`src/hdl/gdad_pkg.sv`:
```
// Shared types, constants and month table for the date adder.
`default_nettype none

package gdad_pkg;

    localparam int DAY_W   = 5;
    localparam int MONTH_W = 4;
    localparam int YEAR_W  = 16;
    localparam int ADD_W   = 16;
    localparam int MOD25_W = 5;

    localparam int COUNT_WIDTH_DEF = 16;
    localparam int QUEUE_DEPTH_DEF = 2;

    // floor(y / 25) = (y * RECIP25) >> RECIP_SHIFT for every 16-bit y
    localparam int            RECIP_W     = 17;
    localparam int            RECIP_SHIFT = 21;
    localparam logic [16:0]   RECIP25     = 17'd83887;
    localparam int            PROD_W      = YEAR_W + RECIP_W;
    localparam int            QUOT_W      = PROD_W - RECIP_SHIFT;

    localparam logic [MONTH_W-1:0] MON_JAN = 4'd1;
    localparam logic [MONTH_W-1:0] MON_FEB = 4'd2;
    localparam logic [MONTH_W-1:0] MON_APR = 4'd4;
    localparam logic [MONTH_W-1:0] MON_JUN = 4'd6;
    localparam logic [MONTH_W-1:0] MON_SEP = 4'd9;
    localparam logic [MONTH_W-1:0] MON_NOV = 4'd11;
    localparam logic [MONTH_W-1:0] MON_DEC = 4'd12;

    localparam logic [MOD25_W-1:0] MOD25_LAST = 5'd24;
    localparam logic [YEAR_W-1:0]  YEAR_LAST  = 16'hFFFF;

    typedef struct packed {
        logic [DAY_W-1:0]   day;
        logic [MONTH_W-1:0] month;
        logic [YEAR_W-1:0]  year;
        logic [MOD25_W-1:0] mod25;   // year mod 25, for the century rule
    } date_t;

    localparam int DATE_W = $bits(date_t);

    typedef enum logic [0:0] {
        ST_IDLE,
        ST_WALK
    } walk_state_t;

    // Month length; codes outside January..December count as 31 days.
    function automatic logic [DAY_W-1:0] month_days(input logic [MONTH_W-1:0] month,
                                                    input logic leap);
        logic [DAY_W-1:0] len;
        begin
            case (month)
                MON_FEB: len = leap ? 5'd29 : 5'd28;
                MON_APR,
                MON_JUN,
                MON_SEP,
                MON_NOV: len = 5'd30;
                default: len = 5'd31;
            endcase
            return len;
        end
    endfunction

endpackage

`default_nettype wire

```
`src/hdl/gdad_queue.sv`:
```
// Small register FIFO between the front stage and the month walker.
`default_nettype none

module gdad_queue #(
    parameter int WIDTH = 8,
    parameter int DEPTH = 2
) (
    input  wire logic             clk,
    input  wire logic             rst_n,
    input  wire logic             in_valid,
    output logic                  in_ready,
    input  wire logic [WIDTH-1:0] in_data,
    output logic                  out_valid,
    input  wire logic             out_ready,
    output logic [WIDTH-1:0]      out_data
);

    localparam int PTR_W = $clog2(DEPTH);
    localparam int CNT_W = $clog2(DEPTH + 1);

    logic [WIDTH-1:0] mem_reg [DEPTH];
    logic [PTR_W-1:0] wr_ptr_reg, wr_ptr_next;
    logic [PTR_W-1:0] rd_ptr_reg, rd_ptr_next;
    logic [CNT_W-1:0] count_reg, count_next;
    logic             push;
    logic             pop;

    assign in_ready  = (count_reg != CNT_W'(DEPTH));
    assign out_valid = (count_reg != '0);
    assign out_data  = mem_reg[rd_ptr_reg];
    assign push      = in_valid && in_ready;
    assign pop       = out_valid && out_ready;

    always_comb
    begin
        wr_ptr_next = wr_ptr_reg;
        rd_ptr_next = rd_ptr_reg;
        count_next  = count_reg;
        if (push)
        begin
            wr_ptr_next = (wr_ptr_reg == PTR_W'(DEPTH - 1)) ? '0 : wr_ptr_reg + 1'b1;
        end
        if (pop)
        begin
            rd_ptr_next = (rd_ptr_reg == PTR_W'(DEPTH - 1)) ? '0 : rd_ptr_reg + 1'b1;
        end
        if (push && !pop)
        begin
            count_next = count_reg + 1'b1;
        end
        else if (pop && !push)
        begin
            count_next = count_reg - 1'b1;
        end
    end

    always_ff @(posedge clk or negedge rst_n)
    begin
        if (!rst_n)
        begin
            wr_ptr_reg <= '0;
            rd_ptr_reg <= '0;
            count_reg  <= '0;
        end
        else
        begin
            wr_ptr_reg <= wr_ptr_next;
            rd_ptr_reg <= rd_ptr_next;
            count_reg  <= count_next;
        end
    end

    always_ff @(posedge clk)
    begin
        if (push)
        begin
            mem_reg[wr_ptr_reg] <= in_data;
        end
    end

endmodule

`default_nettype wire

```
`src/hdl/gdad_front.sv`:
```
// Front stage: take a request, find year mod 25, hand it to the queue.
`default_nettype none

module gdad_front #(
    parameter int COUNT_WIDTH = 16
) (
    input  wire logic                         clk,
    input  wire logic                         rst_n,
    input  wire logic                         in_valid,
    output logic                              in_ready,
    input  wire logic [gdad_pkg::DAY_W-1:0]   start_day,
    input  wire logic [gdad_pkg::MONTH_W-1:0] start_month,
    input  wire logic [gdad_pkg::YEAR_W-1:0]  start_year,
    input  wire logic [gdad_pkg::ADD_W-1:0]   days_to_add,
    output logic                              q_valid,
    input  wire logic                         q_ready,
    output gdad_pkg::date_t                   q_date,
    output logic [COUNT_WIDTH-1:0]            q_count
);

    import gdad_pkg::*;

    localparam int IN_W = (COUNT_WIDTH < ADD_W) ? COUNT_WIDTH : ADD_W;

    logic                   valid_reg, valid_next;
    logic [DAY_W-1:0]       day_reg;
    logic [MONTH_W-1:0]     month_reg;
    logic [YEAR_W-1:0]      year_reg;
    logic [COUNT_WIDTH-1:0] count_reg;
    logic [PROD_W-1:0]      prod_reg;
    logic                   take;
    logic [QUOT_W-1:0]      quot;
    logic [YEAR_W-1:0]      quot25;

    assign in_ready = !valid_reg || q_ready;
    assign take     = in_valid && in_ready;

    always_comb
    begin
        valid_next = valid_reg;
        if (take)
        begin
            valid_next = 1'b1;
        end
        else if (q_ready)
        begin
            valid_next = 1'b0;
        end
    end

    // remainder from the registered reciprocal product: y - 25 * floor(y / 25)
    assign quot   = prod_reg[PROD_W-1:RECIP_SHIFT];
    assign quot25 = (YEAR_W'(quot) << 4) + (YEAR_W'(quot) << 3) + YEAR_W'(quot);

    assign q_valid       = valid_reg;
    assign q_date.day    = day_reg;
    assign q_date.month  = month_reg;
    assign q_date.year   = year_reg;
    assign q_date.mod25  = MOD25_W'(year_reg - quot25);
    assign q_count       = count_reg;

    always_ff @(posedge clk or negedge rst_n)
    begin
        if (!rst_n)
        begin
            valid_reg <= 1'b0;
        end
        else
        begin
            valid_reg <= valid_next;
        end
    end

    always_ff @(posedge clk)
    begin
        if (take)
        begin
            day_reg   <= start_day;
            month_reg <= start_month;
            year_reg  <= start_year;
            count_reg <= COUNT_WIDTH'(days_to_add[IN_W-1:0]);
            prod_reg  <= PROD_W'(start_year) * PROD_W'(RECIP25);
        end
    end

endmodule

`default_nettype wire

```
`src/hdl/gdad_walk.sv`:
```
// Back stage: walk the date forward one month per cycle, hold the result.
`default_nettype none

module gdad_walk #(
    parameter int COUNT_WIDTH = 16
) (
    input  wire logic                   clk,
    input  wire logic                   rst_n,
    input  wire logic                   q_valid,
    output logic                        q_pop,
    input  wire gdad_pkg::date_t        q_date,
    input  wire logic [COUNT_WIDTH-1:0] q_count,
    output logic                        out_valid,
    input  wire logic                   out_ready,
    output logic [gdad_pkg::DAY_W-1:0]   result_day,
    output logic [gdad_pkg::MONTH_W-1:0] result_month,
    output logic [gdad_pkg::YEAR_W-1:0]  result_year
);

    import gdad_pkg::*;

    walk_state_t            state_reg, state_next;
    logic [DAY_W-1:0]       day_reg, day_next;
    logic [MONTH_W-1:0]     month_reg, month_next;
    logic [YEAR_W-1:0]      year_reg, year_next;
    logic [MOD25_W-1:0]     mod25_reg, mod25_next;
    logic [COUNT_WIDTH-1:0] left_reg, left_next;
    logic                   out_valid_reg, out_valid_next;
    logic [DAY_W-1:0]       res_day_reg;
    logic [MONTH_W-1:0]     res_month_reg;
    logic [YEAR_W-1:0]      res_year_reg;

    logic                   leap;
    logic [DAY_W-1:0]       len;
    logic [DAY_W-1:0]       avail;
    logic                   fits;
    logic                   out_free;
    logic                   load;
    logic                   finish;
    logic                   step;

    // leap: divisible by 4, and not by 100 unless by 400 (16 and 25 stand in)
    assign leap     = (year_reg[1:0] == 2'b00) &&
                      ((mod25_reg != '0) || (year_reg[3:0] == 4'b0000));
    assign len      = month_days(month_reg, leap);
    assign avail    = (day_reg <= len) ? (len - day_reg) : '0;
    assign fits     = (left_reg <= COUNT_WIDTH'(avail));
    assign out_free = !out_valid_reg || out_ready;

    always_comb
    begin
        state_next = state_reg;
        case (state_reg)
            ST_IDLE:
            begin
                if (q_valid)
                begin
                    state_next = ST_WALK;
                end
            end
            ST_WALK:
            begin
                if (fits && out_free)
                begin
                    state_next = ST_IDLE;
                end
            end
            default:
            begin
                state_next = ST_IDLE;
            end
        endcase
    end

    always_comb
    begin
        load   = 1'b0;
        finish = 1'b0;
        step   = 1'b0;
        case (state_reg)
            ST_IDLE:
            begin
                load = q_valid;
            end
            ST_WALK:
            begin
                finish = fits && out_free;
                step   = !fits;
            end
            default:
            begin
                load = 1'b0;
            end
        endcase
    end

    assign q_pop = load;

    always_comb
    begin
        day_next   = day_reg;
        month_next = month_reg;
        year_next  = year_reg;
        mod25_next = mod25_reg;
        left_next  = left_reg;
        if (load)
        begin
            day_next   = q_date.day;
            month_next = q_date.month;
            year_next  = q_date.year;
            mod25_next = q_date.mod25;
            left_next  = q_count;
        end
        else if (step)
        begin
            // spend the rest of this month, then land on day 1 of the next
            left_next = left_reg - COUNT_WIDTH'({1'b0, avail} + 6'd1);
            day_next  = 5'd1;
            if (month_reg >= MON_DEC)
            begin
                month_next = MON_JAN;
                year_next  = year_reg + 1'b1;
                if (year_reg == YEAR_LAST || mod25_reg == MOD25_LAST)
                begin
                    mod25_next = '0;
                end
                else
                begin
                    mod25_next = mod25_reg + 1'b1;
                end
            end
            else
            begin
                month_next = month_reg + 1'b1;
            end
        end
    end

    always_comb
    begin
        out_valid_next = out_valid_reg;
        if (finish)
        begin
            out_valid_next = 1'b1;
        end
        else if (out_ready)
        begin
            out_valid_next = 1'b0;
        end
    end

    always_ff @(posedge clk or negedge rst_n)
    begin
        if (!rst_n)
        begin
            state_reg     <= ST_IDLE;
            out_valid_reg <= 1'b0;
        end
        else
        begin
            state_reg     <= state_next;
            out_valid_reg <= out_valid_next;
        end
    end

    always_ff @(posedge clk)
    begin
        day_reg   <= day_next;
        month_reg <= month_next;
        year_reg  <= year_next;
        mod25_reg <= mod25_next;
        left_reg  <= left_next;
        if (finish)
        begin
            res_day_reg   <= day_reg + DAY_W'(left_reg);
            res_month_reg <= month_reg;
            res_year_reg  <= year_reg;
        end
    end

    assign out_valid    = out_valid_reg;
    assign result_day   = res_day_reg;
    assign result_month = res_month_reg;
    assign result_year  = res_year_reg;

    a_left_shrinks: assert property (@(posedge clk) disable iff (!rst_n)
        (state_reg == ST_WALK && !fits) |=> (left_reg < $past(left_reg)))
        else $error("remaining count did not shrink on a month step");

    a_step_lands_day1: assert property (@(posedge clk) disable iff (!rst_n)
        (state_reg == ST_WALK && !fits) |=>
        (day_reg == 5'd1 && month_reg >= MON_JAN && month_reg <= MON_DEC))
        else $error("month step left an invalid date");

    a_mod25_range: assert property (@(posedge clk) disable iff (!rst_n)
        (state_reg == ST_WALK) |-> (mod25_reg <= MOD25_LAST))
        else $error("year mod 25 tracker out of range");

    a_finish_posts: assert property (@(posedge clk) disable iff (!rst_n)
        finish |=> (out_valid_reg && state_reg == ST_IDLE))
        else $error("finished walk did not post a result");

endmodule

`default_nettype wire

```
`src/hdl/gregorian_date_add_days_unit.sv`:
```
// Top level of the date adder: front stage, queue and month walker.
//
//  channel   dir  handshake                      payload
//  s_axis    in   s_axis_tvalid / s_axis_tready  start date and day count
//  m_axis    out  m_axis_tvalid / m_axis_tready  resulting date
//
// A request is registered in the front stage (year mod 25 from a reciprocal
// multiply), then waits in the queue. The walker loads it and crosses one
// month per cycle; it takes a new request only once the last result is posted,
// so the walker loop sets the rate. Reset clears all valid state.
// Either side may stall: the queue and the output register keep the two sides apart.
`default_nettype none

module gregorian_date_add_days_unit #(
    parameter int COUNT_WIDTH = gdad_pkg::COUNT_WIDTH_DEF,
    parameter int QUEUE_DEPTH = gdad_pkg::QUEUE_DEPTH_DEF
) (
    input  wire logic        clk,
    input  wire logic        rst_n,
    input  wire logic        s_axis_tvalid,
    output logic             s_axis_tready,
    // [4:0] start_day, [8:5] start_month, [24:9] start_year, [40:25] days_to_add
    input  wire logic [47:0] s_axis_tdata,
    output logic             m_axis_tvalid,
    input  wire logic        m_axis_tready,
    // [4:0] result_day, [8:5] result_month, [24:9] result_year
    output logic [31:0]      m_axis_tdata
);

    import gdad_pkg::*;

    localparam int Q_W = COUNT_WIDTH + DATE_W;

    logic                   f_valid;
    logic                   f_ready;
    date_t                  f_date;
    logic [COUNT_WIDTH-1:0] f_count;
    logic                   q_valid;
    logic                   q_pop;
    logic [Q_W-1:0]         q_data;
    date_t                  w_date;
    logic [COUNT_WIDTH-1:0] w_count;
    logic [DAY_W-1:0]       res_day;
    logic [MONTH_W-1:0]     res_month;
    logic [YEAR_W-1:0]      res_year;

    gdad_front #(
        .COUNT_WIDTH (COUNT_WIDTH)
    ) u_front (
        .clk         (clk),
        .rst_n       (rst_n),
        .in_valid    (s_axis_tvalid),
        .in_ready    (s_axis_tready),
        .start_day   (s_axis_tdata[4:0]),
        .start_month (s_axis_tdata[8:5]),
        .start_year  (s_axis_tdata[24:9]),
        .days_to_add (s_axis_tdata[40:25]),
        .q_valid     (f_valid),
        .q_ready     (f_ready),
        .q_date      (f_date),
        .q_count     (f_count)
    );

    gdad_queue #(
        .WIDTH (Q_W),
        .DEPTH (QUEUE_DEPTH)
    ) u_queue (
        .clk       (clk),
        .rst_n     (rst_n),
        .in_valid  (f_valid),
        .in_ready  (f_ready),
        .in_data   ({f_count, f_date}),
        .out_valid (q_valid),
        .out_ready (q_pop),
        .out_data  (q_data)
    );

    assign w_date  = q_data[DATE_W-1:0];
    assign w_count = q_data[Q_W-1:DATE_W];

    gdad_walk #(
        .COUNT_WIDTH (COUNT_WIDTH)
    ) u_walk (
        .clk          (clk),
        .rst_n        (rst_n),
        .q_valid      (q_valid),
        .q_pop        (q_pop),
        .q_date       (w_date),
        .q_count      (w_count),
        .out_valid    (m_axis_tvalid),
        .out_ready    (m_axis_tready),
        .result_day   (res_day),
        .result_month (res_month),
        .result_year  (res_year)
    );

    assign m_axis_tdata = {7'b0, res_year, res_month, res_day};

endmodule

`default_nettype wire

```
`config.mk`:
```
export PLATFORM = sky130hd
export DESIGN_NAME = gregorian_date_add_days_unit
export DESIGN_NICKNAME = d
export VERILOG_FILES = /design/src/hdl/gdad_pkg.sv /design/src/hdl/gdad_queue.sv /design/src/hdl/gdad_front.sv /design/src/hdl/gdad_walk.sv /design/src/hdl/gregorian_date_add_days_unit.sv
export SDC_FILE = /design/constraint.sdc
export NUM_CORES = 1
export LEC_CHECK = 0
export BUFFER_PORTS_ARGS = -buffer_cell sky130_fd_sc_hd__buf_4
export CORE_MARGIN = 2
export CORE_UTILIZATION = 56
export CTS_BUF_LIST = sky130_fd_sc_hd__clkbuf_8 sky130_fd_sc_hd__clkbuf_16
export DETAILED_ROUTE_END_ITERATION = 10
export PLACE_DENSITY = 0.77
export SLEW_MARGIN = 20
export SYNTH_ARGS = -nofsm -noshare
export SYNTH_HDL_FRONTEND = slang
export SYNTH_HIERARCHICAL = 1
export SYNTH_SLANG_ARGS = --single-unit
```
`constraint.sdc`:
```
create_clock -name clk -period 4.4 [get_ports clk]
set_input_delay 0.22 -clock clk [delete_from_list [all_inputs] [get_ports clk]]
set_output_delay 0.22 -clock clk [all_outputs]
set_load 0.02 [all_outputs]
```
==> metrics.cfg, run 1 <==
[die]
die-area_mm2 = 0.0260
io_pins = 86
core_mm2 = 0.0243
initial_core_util_pct = 56.9
die_h_um = 161
die_w_um = 161
num_rows = 57

[logic_synthesis]
synthMuxAreaShare_pct = 4.78
synth_xor_area_share_pct = 4.11
ys_types = 58
synth-edff-count = 209
synth_top_family_by_area = adder cells
synth_fa_ha_area_share_pct = 26.3
postSynthCellCount = 1092
synth_compound_area_share_pct = 4.95
synth_simple_gate_area_share_pct = 6.22
async_reset_ff_share_pct = 3.24
synth.avg_cell_area_um2 = 12.7
syn_area_mm2 = 0.0138
synth-main-ff-cell = edfxtp_1
synth-seq-cells = 216
seq_area_frac_synth_pct = 46.6
ys_warn_count = 6

[place]
place_area_mm2 = 0.0157
io_buffer_count = 71
gp_congestion = 0.904
hpwl_mm = 20.9

[worst_setup_path]
cp_max_fo = 4
regToRegEndpoint = u_walk/left_reg[15]
r2r_cells = 21
r2r_start = u_walk/month_reg[1]
regToRegSetupSlack_ps = -180
arrival_ps = 4810
path_class = reg2reg
critPathLaunch = u_walk/month_reg[1]
critPathLaunchType = flip-flop
required_ps = 4630
endpoint = u_walk/left_reg[15]
endpoint_kind = flip-flop

[global_routing]
grt_util_all_layers_pct = 22.6
grt_antenna_before_repair = 0
first_global_vias = 9229
grt_pass1_wl_mm = 46.2
grt_remaining_overflow = 0
grt_max_degree = 67

[clocking]
cts_buffers = 23
cts_tree = built
cts_buffer_depth = 3
clock_sinks = 216
clk_latency_ps = 510
root_buffer = clkbuf_16
clkSlewWorstSetupHoldPaths_ps = 60
h-tree-depth = 1

[timing]
clock_skew_ps = 13.3
setup_viol = 9
rsz0062_at_grt = true
layout_worst_path_cycle_share_pct = 104
slew_violations = 0
clock.fmax_mhz = 219
worst_pin_slew_ps = 982
slew_headroom_pct = 34.5
finalHoldViolations = 0
layout_setup_ws_ps = -175
min_period_ps = 4580
setup_tns_ps = -833

[power_and_ir_drop]
ir_drop_mv = 0.782
powerDensity_mw_per_mm2 = 671
static-leakage-power_nw = 7.53

[status]
status = complete, but fails checks
violations = negative setup slack

[detailed_routing]
drc = 0
first_pass_iters = 5
num_vias = 8807
drt_wl_total_mm = 29.9
viasPerCell = 5.24
drtIter0Drc = 519
antenna_left = 0
avgRoutedWirePerCell_um = 17.8

[layout]
design_area_mm2 = 0.0175
num-fill-cells = 1512
drive_above_1_share_pct = 30.3
layout_commonest_cell = edfxtp_1
syn2layout_area_growth_pct = 26.4
mostFrequentLayoutCells = edfxtp_1, buf_4, inv_1
largest_reg_flops = 92
final_nets = 1627
diodes = 0

[worst_hold_path]
hp-class = in2reg

[flow_run]
maxCapViolations = 0

[worst min-delay path by stage]
stage	from	end	slack, ps	cells past startpoint
final	s_axis_tdata[10]	u_front/year_reg[1]	30	2
after global routing	s_axis_tdata[10]	u_front/year_reg[1]	30	2
after CTS	m_axis_tready	u_walk/out_valid	30	3
after detailed placement	rst_n	u_walk/out_valid	40	1
after global placement	rst_n	u_walk/out_valid	40	1
after floorplan	rst_n	u_front/q_valid	-80	0
[where the power goes]
part | internal (mW) | leakage (nW) | total [mW] | switching (mW)
combinational | 3.37 | 5.15 | 6.89 | 3.52
sequential | 2.86 | 2.02 | 2.99 | 0.129
clock | 1.08 | 0.368 | 1.87 | 0.785
[synthesized netlist by cell type (all sizes together), types with 3 or more instances]
master	n	share of area [%]
nand4	6	0.27
a31oi	6	0.27
a2111oi	3	0.23
nand2b	17	0.77
mux2	47	4.6
o21ai	42	1.5
nand2	63	1.7
edfxtp	209	45
xnor2	37	2.3
or4	5	0.30
o211ai	3	0.16
a21oi	33	1.2
and3	7	0.32
nor2	36	0.98
a21o	7	0.38
clkbuf	8	0.22
buf	16	0.88
nor3	12	0.51
ha	133	12
xor2	28	1.8
nand3	9	0.33
inv	217	5.9
o21a	3	0.16
fa	99	14
and2	7	0.32
dfrtp	7	1.3
nor2b	4	0.18
[critical path, stage by stage, from the launching register on]
cell and delay (ps):
edfxtp_1 500, inv_2 140, ha_4 130, a21oi_2 50, o22a_1 230, a31oi_4 190, ha_4 230, nand2b_4 130
a21o_1 200, nand2b_1 160, inv_2 70, ha_4 180, o21ai_2 60, o21ai_1 80, a31oi_1 220, mux2_4 340
ha_4 230, a21o_4 220, a2111o_1 490, nor3_2 230, xnor2_1 150, o21ai_1 70
[what timing repair did]
| item | CTS | global route |
|---|---|---|
| hold buffers | 27 | 0 |
| cloned | 0 | 2 |
| setup buffers | 15 | 12 |
| setup endpoints to repair | 15 | 87 |
| hold endpoints to repair | 33 | 0 |
| pin swaps | 53 | 43 |
| gates resized for setup | 67 | 72 |
[metrics by stage]
step | power, mW | util [%] | cells | worst slack [ps] | hold WS [ps]
final | 11.7 | 72.0 | 1682 | -175 | 30.5
after global routing | 12.6 | 72.0 | 1682 | -346 | 25.3
after CTS | 11.1 | 70.2 | 1672 | -164 | 32.8
after detailed placement | 8.50 | 64.4 | 1590 | -835 | 38.1
after global placement | 8.29 | 64.4 | 1590 | -790 | 35.9
after floorplan | 6.83 | - | 1098 | -565 | -75.6
[metal layers]
metal / wire (µm) / track usage (%)
met5: 0 / 0
met4: 627 / 5.88
met3: 1570 / 3.47
met2: 15400 / 40.4
met1: 12200 / 29.0
[cell families after synthesis]
family	Yosys count
AOI/OAI and AO/OA	112
xor gates and xnor gates	65
adders and majority gates	232
buffers and inverters	241
DFF	216
muxes	49
other	1
and+or+nand+nor	176
[layout make-up]
class                   instances  area, µm²  area share [%]
multi-input cells             641       7080            40.4
flip-flops and latches        216       6450            36.9
repair buffers                244       2020            11.5
inverters                     217        822            4.70
clock buffers                  23        576            3.29
well taps                     324        405            2.32
clock inverters                17        158           0.901
Note: power is estimated with default switching activity, not from simulation.
==> run 2: changes to the inputs <==
REMOVE_ABC_BUFFERS = 1   (was not set)
==> run 2 against run 1 <==
- clock skew decreased by 4.9 ps
- global-route usage fell by 0.27 points
- clock power about the same
- total power increased by 3.1%
- die area unchanged
- the run still ends with negative setup slack left
- final cell count decreased by 0.30%
==> metrics.cfg, run 2 (synthesis results as in run 1) <==
[status]
status = complete, but fails checks
violations = negative setup slack

[global_routing]
first_global_vias = 9291  ; +0.67%
grt_pass1_wl_mm = 46.0  ; -0.55%
grt_util_all_layers_pct = 22.3  ; -0.27 points
grt_remaining_overflow = 0  ; unchanged
grt_antenna_before_repair = 0  ; unchanged
grt_max_degree = 47  ; -30%

[worst_hold_path]
hold-path-cell-count = 3  ; +1
hp-class = in2reg

[layout]
num-fill-cells = 1588  ; +5.0%
mostFrequentLayoutCells = edfxtp_1, buf_4, inv_1
syn2layout_area_growth_pct = 25.7
multi_input_area_mm2 = 0.00705  ; -0.35%
finalNonFillerCells = 1677  ; -0.30%
layout_commonest_cell = edfxtp_1
drive_above_1_share_pct = 29.6  ; -0.70 points
diodes = 0  ; unchanged
largest_reg_flops = 92  ; unchanged
seq_area_mm2 = 0.00645  ; unchanged
final_nets = 1621  ; -0.37%

[worst_setup_path]
cp.buffers_inverters = 5  ; +3
crit_slowest_cell = fa_1
cpPeakStageDelay_ps = 580  ; +80 ps
cp_num_cells = 17  ; -19%
path_class = in2reg
arrival_ps = 4940  ; +130 ps
crit_path_frequent_cell = fa_1
required_ps = 4660  ; +30 ps
cp_max_fo = 3  ; -1
endpoint_kind = flip-flop
path_cells = buf_8 > fa_1 > inv_2 > fa_2 > inv_1 > fa_1 > ha_1 > fa_1 > inv_1 > fa_1 > inv_1 > ha_4 > a211oi_2 > o211ai_1 > o21a_1 > or4b_4 > o211a_1
r2r_cells = 21  ; unchanged
critPathLaunchType = input pin
regToRegSetupSlack_ps = -170  ; about the same
crit_family = adder cells

[die]
core_mm2 = 0.0243  ; unchanged
die_h_um = 161  ; unchanged
io_pins = 86  ; unchanged
num_rows = 57  ; unchanged
initial_core_util_pct = 56.9  ; unchanged
die_w_um = 161  ; unchanged
die-area_mm2 = 0.0260  ; unchanged

[clocking]
cts_tree = built
clkSlewWorstSetupHoldPaths_ps = 60  ; about the same
h-tree-depth = 1  ; unchanged
root_buffer = clkbuf_16
clk_latency_ps = 500  ; about the same
clock_sinks = 216  ; unchanged
cts_buffers = 23  ; unchanged
cts_buffer_depth = 3  ; unchanged

[timing]
clock.fmax_mhz = 214  ; -2.3%
clock_skew_ps = 8.33  ; -4.93 ps
worst_pin_slew_ps = 688  ; -294 ps
rsz0062_at_grt = true
setup_viol = 16  ; +7
min_period_ps = 4680  ; +106 ps
slew_violations = 0  ; unchanged
layout_worst_path_cycle_share_pct = 106  ; +2.4 points
finalHoldViolations = 0  ; unchanged
slew_headroom_pct = 54.2  ; +20 points
layout_setup_ws_ps = -281  ; -106 ps

[power_and_ir_drop]
p_sw_mw = 4.61  ; +4.0%
ir_drop_mv = 0.692  ; -11%
p_int_mw = 7.50  ; +2.6%
clock_power_share_pct = 15.7  ; -0.2 points
seq_power_share_pct = 24.7  ; -0.7 points
static-leakage-power_nw = 7.50  ; -0.47%
p_total_mw = 12.1  ; +3.1%
powerDensity_mw_per_mm2 = 696  ; +3.7%
sw_frac_of_total_pct = 38.1  ; +0.32 points
p_comb_share_pct = 59.6  ; +0.9 points

[place]
io_buffer_count = 71  ; unchanged
dp_cells = 1591  ; +0.063%
gp_congestion = 0.897  ; -0.73%
hpwl_mm = 20.2  ; -3.5%

[detailed_routing]
first_pass_iters = 5  ; unchanged
avgRoutedWirePerCell_um = 17.2  ; -3.3%
drt_wl_total_mm = 28.8  ; -3.6%
drc = 0  ; unchanged
drtIter0Drc = 567  ; +9.2%
num_vias = 8790  ; -0.19%
antenna_left = 0  ; unchanged
viasPerCell = 5.24  ; +0.10%

[flow_run]
maxCapViolations = 0  ; unchanged

==> run 2: cell count changes in the layout (fill, tap and decap cells not counted), sizes merged <==
cell,previous run,this run
buf,215,211
bufinv,2,3
clkbuf,25,23
clkinv,7,10
clkinvlp,3,2
inv,222,220
==> run 2: final timing paths <==
check	endpoint	from
worst max-delay path	u_front/prod_reg[24]	s_axis_tdata[12]
worst min-delay path	u_walk/out_valid	m_axis_tready
worst max register to register	u_walk/left_reg[14]	u_walk/month_reg[0]
worst min register to register	u_queue/mem_reg[0][37]	u_front/q_count[7]
max in group asynchronous	u_queue/rd_ptr_reg	rst_n
min in group asynchronous	u_front/q_valid	rst_n
==> run 2: cell type report <==
class | instances | area share, %
Tap cell | 324 | 2.33
Clock buffer | 23 | 3.31
Timing Repair Buffer | 238 | 11.0
Clock inverter | 18 | 0.999
Sequential cell | 216 | 37.1
Multi-Input combinational cell | 641 | 40.5
Inverter | 217 | 4.75
==> run 2: timing repair <==
| action | CTS | global route |
|---|---|---|
| endpoints found under the setup margin | 16 | 41 |
| endpoints found under the hold margin | 33 | 0 |
| pin swaps | 63 | 19 |
| resized for setup | 86 | 59 |
| buffers inserted | 10 | 10 |
| hold buffers | 27 | 0 |
==> run 2: layer usage <==
metal	up-vias	global-route usage [%]	wire length, µm
met5	-	0	0
li1	4158	-	-
met2	214	40.3	15200
met1	4380	29.2	12000
met3	38	2.82	1170
met4	0	4.87	466
==> run 2: power groups by stage <==
stage / clock network [mW] / logic, mW / registers [mW]
4_1_cts: 1.93 / 6.45 / 3.00
6_report: 1.90 / 7.22 / 3.00
5_1_grt: 2.02 / 7.99 / 3.03
3_5_place_dp: 0 / 5.45 / 3.04
2_1_floorplan: 0 / 3.64 / 2.99
3_3_place_gp: 0 / 5.29 / 3.00
==> run 2: metrics by stage <==
step           hold WS (ps)  util [%]  setup TNS (ps)  setup slack, ps  cell area [µm²]
2_1_floorplan         -75.6         -           -2500             -785            13700
3_3_place_gp           37.7      64.1           -5380            -1070            15600
3_5_place_dp           34.1      64.1           -6330            -1150            15600
4_1_cts                12.7      70.1            -703             -273            17000
5_1_grt                25.9      71.6           -4360             -372            17400
6_report               24.1      71.6           -1740             -281            17400
==> run 2: worst register-to-register path, cell delays in order (launching register included) <==
cell,delay [ps]
edfxtp_1,460
inv_2,150
ha_4,140
a21oi_2,50
o22a_1,230
a31oi_4,190
ha_4,230
nand2b_4,130
a21o_1,230
nand2b_1,140
inv_2,70
ha_4,170
o21ai_2,60
o21ai_1,90
a31oi_1,240
mux2_4,340
ha_4,250
a21o_1,220
a221oi_2,330
nand2_1,130
or4_1,410
a31oi_1,140
==> run 3: changes to the inputs <==
CORE_UTILIZATION = 62   (was 56)
PLACE_DENSITY = 0.81   (was 0.77)
clock period = 5.3 ns   (was 4.4 ns; I/O delays follow)
==> run 3 against run 2 <==
- the run now ends clean
- combinational power is 39% lower
- flip-flop and latch count stayed put
- clock skew is 8.0 ps higher
- global-route usage is 0.054 points lower
- cell area is 7.1% lower
- worst setup slack better by 530 ps
- total power is 31% lower
- non-clock buffer count is 72 lower
- critical path depth stayed put
- critical path type unchanged
- final cell count is 6.9% lower
==> metrics.cfg, run 3 (synthesis results as in run 1) <==
[status]
status = finished clean

[detailed_routing]
drtIter0Drc = 384  ; -32%
viasPerCell = 5.28  ; +0.82%
drt_wl_total_mm = 25.5  ; -11%
num_vias = 8249  ; -6.2%
drc = 0  ; unchanged
first_pass_iters = 4  ; -1
antenna_left = 0  ; unchanged
avgRoutedWirePerCell_um = 16.4  ; -4.8%

[worst_setup_path]
r2r_cells = 21  ; unchanged
critPathLaunchType = input pin
cpPeakStageDelay_ps = 600  ; +20 ps
crit_slowest_cell = or4b_2
required_ps = 5550  ; +890 ps
cp_max_fo = 3  ; unchanged
arrival_ps = 5300  ; +360 ps
path_class = in2reg
endpoint_kind = flip-flop
crit_path_frequent_cell = fa_1
regToRegEndpoint = u_walk/left_reg[14]
regToRegSetupSlack_ps = 260  ; +430 ps
path_cells = buf_4 > inv_1 > fa_1 > fa_1 > inv_1 > fa_1 > fa_1 > fa_1 > inv_1 > fa_1 > inv_1 > ha_1 > a21oi_1 > o21ai_0 > a21o_1 > or4b_2 > o211a_1
r2r_start = u_walk/month_reg[0]

[place]
hpwl_mm = 19.2  ; -5.0%
io_buffer_count = 71  ; unchanged
gp_congestion = 0.923  ; +2.9%
dp_cells = 1493  ; -6.2%

[layout]
finalNonFillerCells = 1561  ; -6.9%
drive_above_1_share_pct = 18.4  ; -11 points
layout_commonest_cell = inv_1
syn2layout_area_growth_pct = 16.7
largest_reg_flops = 92  ; unchanged
num-fill-cells = 1457  ; -8.2%
final_nets = 1549  ; -4.4%
diodes = 0  ; unchanged
mostFrequentLayoutCells = inv_1, edfxtp_1, buf_4

[global_routing]
grt_use_met2_pct = 39.7  ; -0.55 points
grt.met1_usage_pct = 29.4  ; +0.23 points
grt_pass1_wl_mm = 42.0  ; -8.6%
grt_antenna_before_repair = 0  ; unchanged
first_global_vias = 8582  ; -7.6%
grt_max_degree = 48  ; +2.1%
grtUsageMet3_pct = 2.92  ; +0.095 points
grt_busiest_layer = met2
grt_util_all_layers_pct = 22.3  ; -0.054 points
grt_remaining_overflow = 0  ; unchanged

[worst_hold_path]
hold_path_end = u_walk/out_valid
hold-path-cell-count = 3  ; unchanged
min_from = m_axis_tready
hp-class = in2reg

[power_and_ir_drop]
static-leakage-power_nw = 7.07  ; -5.7%
ir_drop_mv = 0.492  ; -29%
powerDensity_mw_per_mm2 = 520  ; -25%
p_total_mw = 8.41  ; -31%

[timing]
clock_skew_ps = 16.3  ; +7.96 ps
min_period_ps = 5060
setup_viol = 0  ; -16
slew_headroom_pct = 45.3  ; -8.9 points
slew_violations = 0  ; unchanged
worst_pin_slew_ps = 821  ; +133 ps
rsz0062_at_grt = false
layout_worst_path_cycle_share_pct = 95.4
finalHoldViolations = 0  ; unchanged
clock.fmax_mhz = 198

[die]
die_w_um = 153  ; -4.8%
core_mm2 = 0.0219  ; -10%
initial_core_util_pct = 63.2  ; +6.3 points
io_pins = 86  ; unchanged
die-area_mm2 = 0.0235  ; -9.4%
num_rows = 54  ; -5.3%
die_h_um = 153  ; -4.8%

[clocking]
h-tree-depth = 1  ; unchanged
cts_buffers = 23  ; unchanged
cts_buffer_depth = 3  ; unchanged
cts_tree = built
clock_sinks = 216  ; unchanged
clk_latency_ps = 500  ; about the same
clkSlewWorstSetupHoldPaths_ps = 60  ; about the same
root_buffer = clkbuf_16

[flow_run]
maxCapViolations = 0  ; unchanged

-- run 3: cell count changes in the layout (fill, tap and decap cells not counted), moves of 8 or more --
cell | previous run | this run
a21oi_1 | 20 | 32
buf_4 | 199 | 139
buf_6 | 9 | 0
fa_1 | 87 | 99
fa_2 | 12 | 0
ha_1 | 111 | 133
ha_4 | 21 | 0
inv_1 | 196 | 220
inv_2 | 23 | 0
o21ai_0 | 28 | 39
o21ai_1 | 11 | 3
-- run 3: how the worst max path moves through the flow --
stage | start | end | slack, ps | cells after the start
6_report | s_axis_tdata[23] | u_front/prod_reg[24] | 240 | 17
5_1_grt | u_walk/month_reg[0] | u_walk/left_reg[14] | 10 | 20
4_1_cts | u_walk/month_reg[0] | u_walk/left_reg[14] | 210 | 21
3_5_place_dp | s_axis_tdata[23] | u_front/prod_reg[24] | -280 | 17
3_3_place_gp | s_axis_tdata[23] | u_front/prod_reg[24] | -190 | 17
2_1_floorplan | s_axis_tdata[22] | u_front/prod_reg[24] | 70 | 16
-- run 3: layout make-up --
type / instances / area, µm² / area share, %
flip-flops and latches: 216 / 6450 / 39.9
well taps: 280 / 350 / 2.17
repair buffers: 166 / 1310 / 8.13
clock inverters: 14 / 124 / 0.766
multi-input cells: 641 / 6480 / 40.1
inverters: 217 / 815 / 5.04
clock buffers: 27 / 631 / 3.90
-- run 3: report_power, final --
group | leakage [nW] | switching, mW | internal (mW)
logic | 4.68 | 2.38 | 1.99
registers | 2.02 | 0.108 | 2.37
clock network | 0.374 | 0.613 | 0.943
total | 7.07 | 3.10 | 5.31
-- run 3: layer usage --
layer	share of wire, %	vias up
met5	0	-
met4	1.4	0
met3	3.6	24
met2	52	156
met1	43	4070
li1	-	3999
-- run 3: what timing repair did --
action	4_1_cts	5_1_grt
endpoints found under the setup margin	0	1
hold buffers	27	0
resized for setup	0	1
endpoints found under the hold margin	33	0
setup buffers	0	0
-- run 3: metrics by stage --
stage | setup slack [ps] | cell area (µm²) | hold WS [ps] | utilization, % | setup TNS (ps)
final | 244 | 16200 | 71.6 | 73.8 | 0
after detailed placement | -277 | 15100 | 83.5 | 69.1 | -603
after floorplan | 70.0 | 13700 | -30.6 | - | 0
after CTS | 213 | 16200 | 59.8 | 73.8 | 0
after global routing | 13.2 | 16200 | 77.1 | 73.8 | 0
after global placement | -195 | 15100 | 83.5 | 69.1 | -366
-- run 3: critical path: cells and delay by family --
kind	cells	cell delay (ps)
adders and majority gates	7	3390
AOI/OAI and AO/OA	4	670
and+or+nand+nor	1	600
buffers and inverters	5	370
